**src/rtl/text_console_char_engine_core_assert.svh**
```systemverilog
// Assertion helpers for the console engine. The clock and reset in scope at
// the point of use are clk and rst.
`ifndef TEXT_CONSOLE_CHAR_ENGINE_CORE_ASSERT_SVH
`define TEXT_CONSOLE_CHAR_ENGINE_CORE_ASSERT_SVH

// Condition holds at every clock edge outside reset.
`define TCCE_ASSERT_ALWAYS(label, cond, msg) \
  label: assert property (@(posedge clk) disable iff (rst) (cond)) else $error(msg);

// Consequent holds in the same cycle as the antecedent.
`define TCCE_ASSERT_IMPLIES(label, ante, cons, msg) \
  label: assert property (@(posedge clk) disable iff (rst) (ante) |-> (cons)) \
    else $error(msg);

`endif

```
**src/rtl/tcce_pkg.sv**
```systemverilog
`timescale 1ns / 1ps
`default_nettype none
package tcce_pkg;

  // Screen and memory geometry
  localparam int COLUMNS      = 80;
  localparam int ROWS         = 25;
  localparam int MEM_WORDS    = 16384;
  localparam int SCREEN_WORDS = COLUMNS * ROWS;
  localparam int ADDR_W       = $clog2(MEM_WORDS);

  // Field widths
  localparam int POS_W       = 14;
  localparam int COL_W       = 7;
  localparam int ROW_W       = 5;
  localparam int CELL_W      = 16;
  localparam int ATTR_W      = 8;
  localparam int CHAR_W      = 8;
  localparam int REQ_W       = 2;
  localparam int CFG_INDEX_W = 1;
  localparam int CFG_DATA_W  = 16;
  localparam int IN_TDATA_W  = 24;
  localparam int OUT_TDATA_W = 48;

  localparam logic [ATTR_W-1:0] ATTR_RESET  = 8'h07;
  localparam logic [CELL_W-1:0] BLANK_RESET = 16'h0720;

  // Control characters
  localparam logic [CHAR_W-1:0] CH_NUL = 8'h00;
  localparam logic [CHAR_W-1:0] CH_ENQ = 8'h05;
  localparam logic [CHAR_W-1:0] CH_BEL = 8'h07;
  localparam logic [CHAR_W-1:0] CH_BS  = 8'h08;
  localparam logic [CHAR_W-1:0] CH_HT  = 8'h09;
  localparam logic [CHAR_W-1:0] CH_LF  = 8'h0A;
  localparam logic [CHAR_W-1:0] CH_VT  = 8'h0B;
  localparam logic [CHAR_W-1:0] CH_FF  = 8'h0C;
  localparam logic [CHAR_W-1:0] CH_CR  = 8'h0D;
  localparam logic [CHAR_W-1:0] CH_DEL = 8'h7F;

  typedef enum logic [REQ_W-1:0] {
    REQ_WRITE = 2'd0,
    REQ_CLEAR = 2'd1,
    REQ_READ  = 2'd2,
    REQ_NONE  = 2'd3
  } req_t;

  typedef enum logic [CFG_INDEX_W-1:0] {
    CFG_CHAR_ATTRIBUTE = 1'b0,
    CFG_BLANK_CELL     = 1'b1
  } cfg_reg_t;

  typedef enum logic [2:0] {
    WR_NONE,
    WR_BLANK_CUR,
    WR_BLANK_PREV,
    WR_CHAR_CUR,
    WR_BLANK_IDX,
    WR_BLANK_SCROLL
  } wr_sel_t;

  typedef enum logic [1:0] {
    RD_NONE,
    RD_OFFSET,
    RD_COPY
  } rd_sel_t;

  typedef enum logic [3:0] {
    POS_HOLD,
    POS_BACK,
    POS_CR,
    POS_WRAP,
    POS_ROW,
    POS_REBASE,
    POS_SCROLL,
    POS_PUT,
    POS_CLEAR
  } pos_op_t;

  typedef enum logic [1:0] {
    IDX_HOLD,
    IDX_ZERO,
    IDX_INC
  } idx_op_t;

  typedef enum logic [3:0] {
    ST_IDLE,
    ST_EXEC,
    ST_NEWLINE,
    ST_COPY,
    ST_COPY_END,
    ST_SCROLL,
    ST_PUT,
    ST_CLEAR,
    ST_DONE
  } ctrl_state_t;

  typedef struct packed {
    logic    load_in;
    wr_sel_t wr_sel;
    rd_sel_t rd_sel;
    pos_op_t pos_op;
    idx_op_t idx_op;
    logic    load_out;
  } dp_cmd_t;

  typedef struct packed {
    req_t              req;
    logic [CHAR_W-1:0] ch;
    logic              col_zero;
    logic              col_full;
    logic              last_row;
    logic              need_copy;
    logic              idx_last_mem;
    logic              idx_last_screen;
    logic              idx_last_col;
    logic              copy_pend;
    logic              out_free;
    logic [COL_W-1:0]  column;
    logic [ROW_W-1:0]  row;
  } dp_sts_t;

endpackage
`default_nettype wire

```
**src/rtl/tcce_ctrl.sv**
```systemverilog
`timescale 1ns / 1ps
`default_nettype none
module tcce_ctrl
  import tcce_pkg::*;
(
  input  wire logic    clk,
  input  wire logic    rst,
  input  wire logic    s_valid,
  output logic         s_ready,
  output dp_cmd_t      cmd,
  input  wire dp_sts_t sts
);

  ctrl_state_t state, state_next;
  logic        put_pend, put_pend_next;

  always_ff @(posedge clk) begin
    if (rst) begin
      state    <= ST_IDLE;
      put_pend <= 1'b0;
    end else begin
      state    <= state_next;
      put_pend <= put_pend_next;
    end
  end

  always_comb begin
    state_next    = state;
    put_pend_next = put_pend;
    s_ready       = 1'b0;
    cmd.load_in   = 1'b0;
    cmd.wr_sel    = WR_NONE;
    cmd.rd_sel    = RD_NONE;
    cmd.pos_op    = POS_HOLD;
    cmd.idx_op    = IDX_HOLD;
    cmd.load_out  = 1'b0;

    unique case (state)
      ST_IDLE: begin
        s_ready = 1'b1;
        if (s_valid) begin
          cmd.load_in = 1'b1;
          state_next  = ST_EXEC;
        end
      end

      ST_EXEC: begin
        put_pend_next = 1'b0;
        state_next    = ST_DONE;
        unique case (sts.req)
          REQ_WRITE: begin
            unique case (sts.ch) inside
              CH_NUL, CH_ENQ, CH_BEL, CH_HT, CH_VT, CH_FF: ;
              CH_BS: begin
                if (!sts.col_zero) begin
                  cmd.wr_sel = WR_BLANK_PREV;
                  cmd.pos_op = POS_BACK;
                end
              end
              CH_LF: begin
                cmd.pos_op = POS_CR;
                state_next = ST_NEWLINE;
              end
              CH_CR:  cmd.pos_op = POS_CR;
              CH_DEL: cmd.wr_sel = WR_BLANK_CUR;
              default: begin
                if (sts.col_full) begin
                  // wrap to the next line, then print
                  cmd.pos_op    = POS_WRAP;
                  put_pend_next = 1'b1;
                  state_next    = ST_NEWLINE;
                end else begin
                  cmd.wr_sel = WR_CHAR_CUR;
                  cmd.pos_op = POS_PUT;
                end
              end
            endcase
          end
          REQ_CLEAR: begin
            cmd.idx_op = IDX_ZERO;
            state_next = ST_CLEAR;
          end
          REQ_READ: cmd.rd_sel = RD_OFFSET;
          default: ;
        endcase
      end

      ST_NEWLINE: begin
        if (!sts.last_row) begin
          cmd.pos_op = POS_ROW;
          state_next = put_pend ? ST_PUT : ST_DONE;
        end else begin
          cmd.idx_op = IDX_ZERO;
          state_next = sts.need_copy ? ST_COPY : ST_SCROLL;
        end
      end

      ST_COPY: begin
        cmd.rd_sel = RD_COPY;
        cmd.idx_op = IDX_INC;
        if (sts.idx_last_screen) state_next = ST_COPY_END;
      end

      ST_COPY_END: begin
        cmd.pos_op = POS_REBASE;
        cmd.idx_op = IDX_ZERO;
        state_next = ST_SCROLL;
      end

      ST_SCROLL: begin
        cmd.wr_sel = WR_BLANK_SCROLL;
        cmd.idx_op = IDX_INC;
        if (sts.idx_last_col) begin
          cmd.pos_op = POS_SCROLL;
          state_next = put_pend ? ST_PUT : ST_DONE;
        end
      end

      ST_PUT: begin
        cmd.wr_sel = WR_CHAR_CUR;
        cmd.pos_op = POS_PUT;
        state_next = ST_DONE;
      end

      ST_CLEAR: begin
        cmd.wr_sel = WR_BLANK_IDX;
        cmd.idx_op = IDX_INC;
        if (sts.idx_last_mem) begin
          cmd.pos_op = POS_CLEAR;
          state_next = ST_DONE;
        end
      end

      ST_DONE: begin
        if (sts.out_free) begin
          cmd.load_out = 1'b1;
          s_ready      = 1'b1;
          if (s_valid) begin
            cmd.load_in = 1'b1;
            state_next  = ST_EXEC;
          end else begin
            state_next = ST_IDLE;
          end
        end
      end

      default: state_next = ST_IDLE;
    endcase
  end

endmodule
`default_nettype wire

```
**config.mk**
```make
export PLATFORM = sky130hd
export DESIGN_NAME = tcce_ctrl
export DESIGN_NICKNAME = d
export VERILOG_FILES = /design/src/rtl/text_console_char_engine_core_assert.svh /design/src/rtl/tcce_pkg.sv /design/src/rtl/tcce_ctrl.sv
export SDC_FILE = /design/constraint.sdc
export NUM_CORES = 1
export LEC_CHECK = 0
export BUFFER_PORTS_ARGS = -buffer_cell sky130_fd_sc_hd__buf_2
export CAP_MARGIN = 20
export CORE_ASPECT_RATIO = 1.5
export CORE_MARGIN = 2
export CORE_UTILIZATION = 35
export DETAILED_ROUTE_END_ITERATION = 6
export PLACE_DENSITY_LB_ADDON = 0.2
export RECOVER_POWER = 100
export SYNTH_ARGS = -nofsm -noshare
export SYNTH_HDL_FRONTEND = slang
export SYNTH_SLANG_ARGS = --single-unit
```
**constraint.sdc**
```tcl
create_clock -name clk -period 2.1 [get_ports clk]
set_input_delay 0.42 -clock clk [delete_from_list [all_inputs] [get_ports clk]]
set_output_delay 0.42 -clock clk [all_outputs]
set_load 0.01 [all_outputs]
```
# Word-level counts from Yosys, hierarchy flattened

Index checks and enable logic that the tools add are counted.

Add/subtract/negate cells: 0
Multiply operators: 0
Divide/modulo/power cells: 0
$lt $le $gt $ge: 0
Equality and inequality tests: 24
Shift-type cells: 0
Mux-type cells: 40
Bitwise operators: 0
Reductions and logical operators: 10

Operators by type and width:

| operator             | number |
|---|---|
| $eq A8 B4 Y1 const B | 6 |
| $mux W4              | 10 |
| $pmux W4 S9          | 1 |
| $pmux W4 S6          | 1 |
| $eq A4 B3 Y1 const B | 4 |
| $eq A8 B3 Y1 const B | 2 |
| $pmux W4 S2          | 2 |
| $mux W3              | 5 |
| $mux W1              | 12 |
| $pmux W3 S4          | 1 |
| $ne A2 B2 Y1 const B | 5 |
| $reduce_or A10 Y1    | 1 |
| $pmux W3 S3          | 1 |
| $reduce_or A9 Y1     | 1 |
| $eq A4 B2 Y1 const B | 2 |
| $eq A8 B7 Y1 const B | 1 |
| $logic_not A8 Y1     | 1 |
| $pmux W2 S4          | 1 |
| $reduce_or A8 Y1     | 1 |
| $reduce_or A7 Y1     | 1 |
| $pmux W2 S3          | 1 |
| $reduce_and A5 Y1    | 1 |
| $eq A4 B1 Y1 const B | 1 |
| $eq A4 B4 Y1 const B | 1 |
| 9 further kinds      | 11 |

Bits in registers: 5
Bits in latches: 0
Memory bits (writable): 0
Memory bits (read-only): 0
Input port bits: 34
Output and inout bits: 14
Logic and storage cells: 76
Memories: 0

# Longest topological paths before layout

Word-level depth: 5
Depth in mapped cells: 6
Mapped depth without buffers: 4

# Worst setup path after synthesis

Ideal clock, no wire load.

Kind: reg2out
From: register state[1]
To: output port cmd[4] in the netlist's numbering
Arrival: 1762 ps
Data required time: 1680 ps
Path slack: -82 ps
Stages on the path, launching flop included: 6
Path buffers: 2
Path through: dfxtp_1 > buf_6 > or4b_1 > clkbuf_2 > or3_1 > o31ai_1

RTL lines:

| item                   | line            | RTL |
|---|---|---|
| from (decl)            | tcce_ctrl.sv:14 | `ctrl_state_t state, state_next;` |
| from (signal assigned) | tcce_ctrl.sv:22 | `state <= state_next;` |
| to (decl)              | tcce_ctrl.sv:10 | `output dp_cmd_t cmd,` |

==> metrics <==
Nets=approximately 220; clk buf depth=2; Filler Cell Count=around 270; Final Max Slew Viols=0; First DRT Iteration DRCs=17; RSZ-0062 raised after global routing=true; hold path startpoint=rst; Yosys top cell by area=dfxtp_1; Startpoint Class=flop; Area Growth Syn to Fin=37.5%; share of post-route cells with drive strength above 1=33.7%; R2R Path Start=state[2]; DIE HEIGHT=roughly 66 um; worst-margin pin slew=between 300 and 400 ps; Final WS setup=-149 ps; Post-Place Worst Slack=-29.9 ps; worst setup path class=reg2out; hold path cells=2; Main synth FF type=dfxtp_1; first drt pass iteration count=6; EDFF count, synth=0; period utilization=107%; reg-to-reg setup timing slack=between 300 and 400 ps; post-route minimum period=around 2200 ps; Die ar.=about 0.003 mm^2; clk root buf=clkbuf_4; relative slew slack=between 70% and 80%; GRT overflow=0; syn_nets=~170; R2R Path End=state[1]; core area=0.00242 mm^2; effective utilization at floorplan=36.8%; Hold Path End=put_pend; max_cap viols=0; Worst VDD drop=between 300 and 400 uV; post-synth cell types=48; CTS sink count=5; antenna viol nets, final=0; sequential area share after synthesis=11.2%; CP required=around 1700 ps; Antenna diodes=0; H-tree depth=1; Finished Core Util=around half; Remaining DRCs=0; Setup Skew=roughly 5.5 ps; Routed WL=2850 um; Wirelength per Cell=13.9 um; pin count of the biggest net entering global routing=23; antenna violations before repair=0; Die W=45.2 um; Ys Warns=0; Hold Path Class=in2reg; Cells after Synth=~140; average cell area after synthesis=6.41 um^2; placed insts=between 200 and 250; PD cells=about 740 mW/mm^2; status=finished, violations left; Yosys reg bits=5; gr usage total=20.5%; post-CTS setup buffer count=0; total number of vias=about 1200; I/O Pins=48; Area contributors post-synth=dfxtp_1 (11%), nor2_1 (6.3%), nor3_1 (5.6%); Clock Latency Late Sink=roughly 250 ps; Cell Count, Final, Fillers Out=roughly 210; total CTS buffers=3; hold buffer count at CTS=0; power consumption=slightly above 900 uW; vias in the first global route=between 1000 and 1500; fmax=around 440 MHz; CTS tree=done; PortBufs=34; Data arrival, critical path=1830 ps; final hold slack=about 470 ps; static leakage=between 0.5 and 0.6 nW; Critical Path Sink Type=output pin; hpwl dp=2290 um; Post-Syn Area=891 um^2; Post-synth ARST share=0%; Worst Reg-to-Reg Cells=5; first-pass GRT wire length=~4700 um; Synth top area share=between 10% and 20%; final RePlAce weighted congestion=0.813; Crit Path Max Fanout=4; Reg clk slew, reported paths=around 50 ps; failing checks=setup timing; Setup Viol. Count Final=5; FP Rows=22; final hold violations=0; average vias per placed instance=between 5 and 6
-- synthesized netlist by cell type, drive strengths merged, types with 4 or more instances --
cell type and count:
clkbuf 9, nand2 6, nor3 10, nand3 6
dfxtp 5, nand2b 6, nor2 15, a21oi 7
inv 7, nor2b 4, o21ai 8
-- layout make-up --
type / instances / area (um^2) / share of cell area, %
Clock buffer: 4 / 26.3 / 2.15
Inverter: 7 / 26.3 / 2.15
Multi-Input combinational cell: 117 / 767 / 62.6
Sequential cell: 5 / 100 / 8.17
Tap cell: 24 / 30.0 / 2.45
Timing Repair Buffer: 48 / 275 / 22.5
-- how the worst max path moves through the flow --
stage,start,endpoint,slack [ps],cells past startpoint
2_1_floorplan,state[1],cmd[3],-4,5
3_3_place_gp,sts[24],cmd[3],-30,7
3_5_place_dp,sts[25],cmd[10],-30,6
4_1_cts,state[2],cmd[3],-140,4
5_1_grt,state[2],cmd[3],-200,4
6_report,state[2],cmd[3],-150,4
-- report_power, final --
part	internal, mW	switching (mW)
registers	0.118	0.0121
clock network	0.0721	0.0433
logic	0.275	0.392
-- placed cells by master, fill, tap and decap left out, types with 3 or more instances in the layout --
cell type	Yosys	routed
buf_4	0	14
a31oi_1	3	3
dfxtp_1	5	5
o21ai_0	8	8
o22ai_1	3	3
nor2_1	15	14
nand2b_1	6	6
a21oi_1	7	6
nor3_1	10	9
buf_2	0	34
nor2b_1	4	4
nand2_1	6	6
inv_1	7	7
a22oi_1	3	3
clkbuf_4	0	3
or4_1	3	3
nand3_1	6	6
-- registers in the layout, indices dropped and copies added (netlist names) --
signal and cells:
state 4, put_pend 1
-- worst max-delay path, cell delays in order, from the launching register on --
cell	delay, ps
dfxtp_1	300
or4b_4	590
or3_4	370
o211ai_1	170
buf_2	160
-- logic make-up (layout without fill, tap and decap cells) --
group / count (synthesis) / after routing / share of synthesized area, %
flops: 5 / 5 / 11.2
compound gates: 40 / 40 / 29.9
buf+inv: 17 / 59 / 8.15
xor+xnor: 2 / 2 / 1.97
simple gates: 73 / 73 / 46.3
mux: 2 / 2 / 2.39
-- timing repair --
action                                  CTS  global route
pin swaps                                 1             1
gates resized for setup                   3             4
endpoints found under the setup margin    6             7
gates cloned                              0             0
-- per-layer routing --
layer	GRT usage (%)	part of all wire, %	vias up
li1	-	-	606
met4	6.99	2.1	0
met2	39.6	56	25
met3	1.91	2.5	6
met5	0	0	-
met1	21.5	39	558
-- stage by stage --
stage,TNS [ps],instance area (um^2)
3_3_place_gp,-89.2,1160
2_1_floorplan,-7.34,905
4_1_cts,-591,1200
5_1_grt,-757,1220
6_report,-413,1220
3_5_place_dp,-90.1,1160
Power figures use the tool's default switching activity.
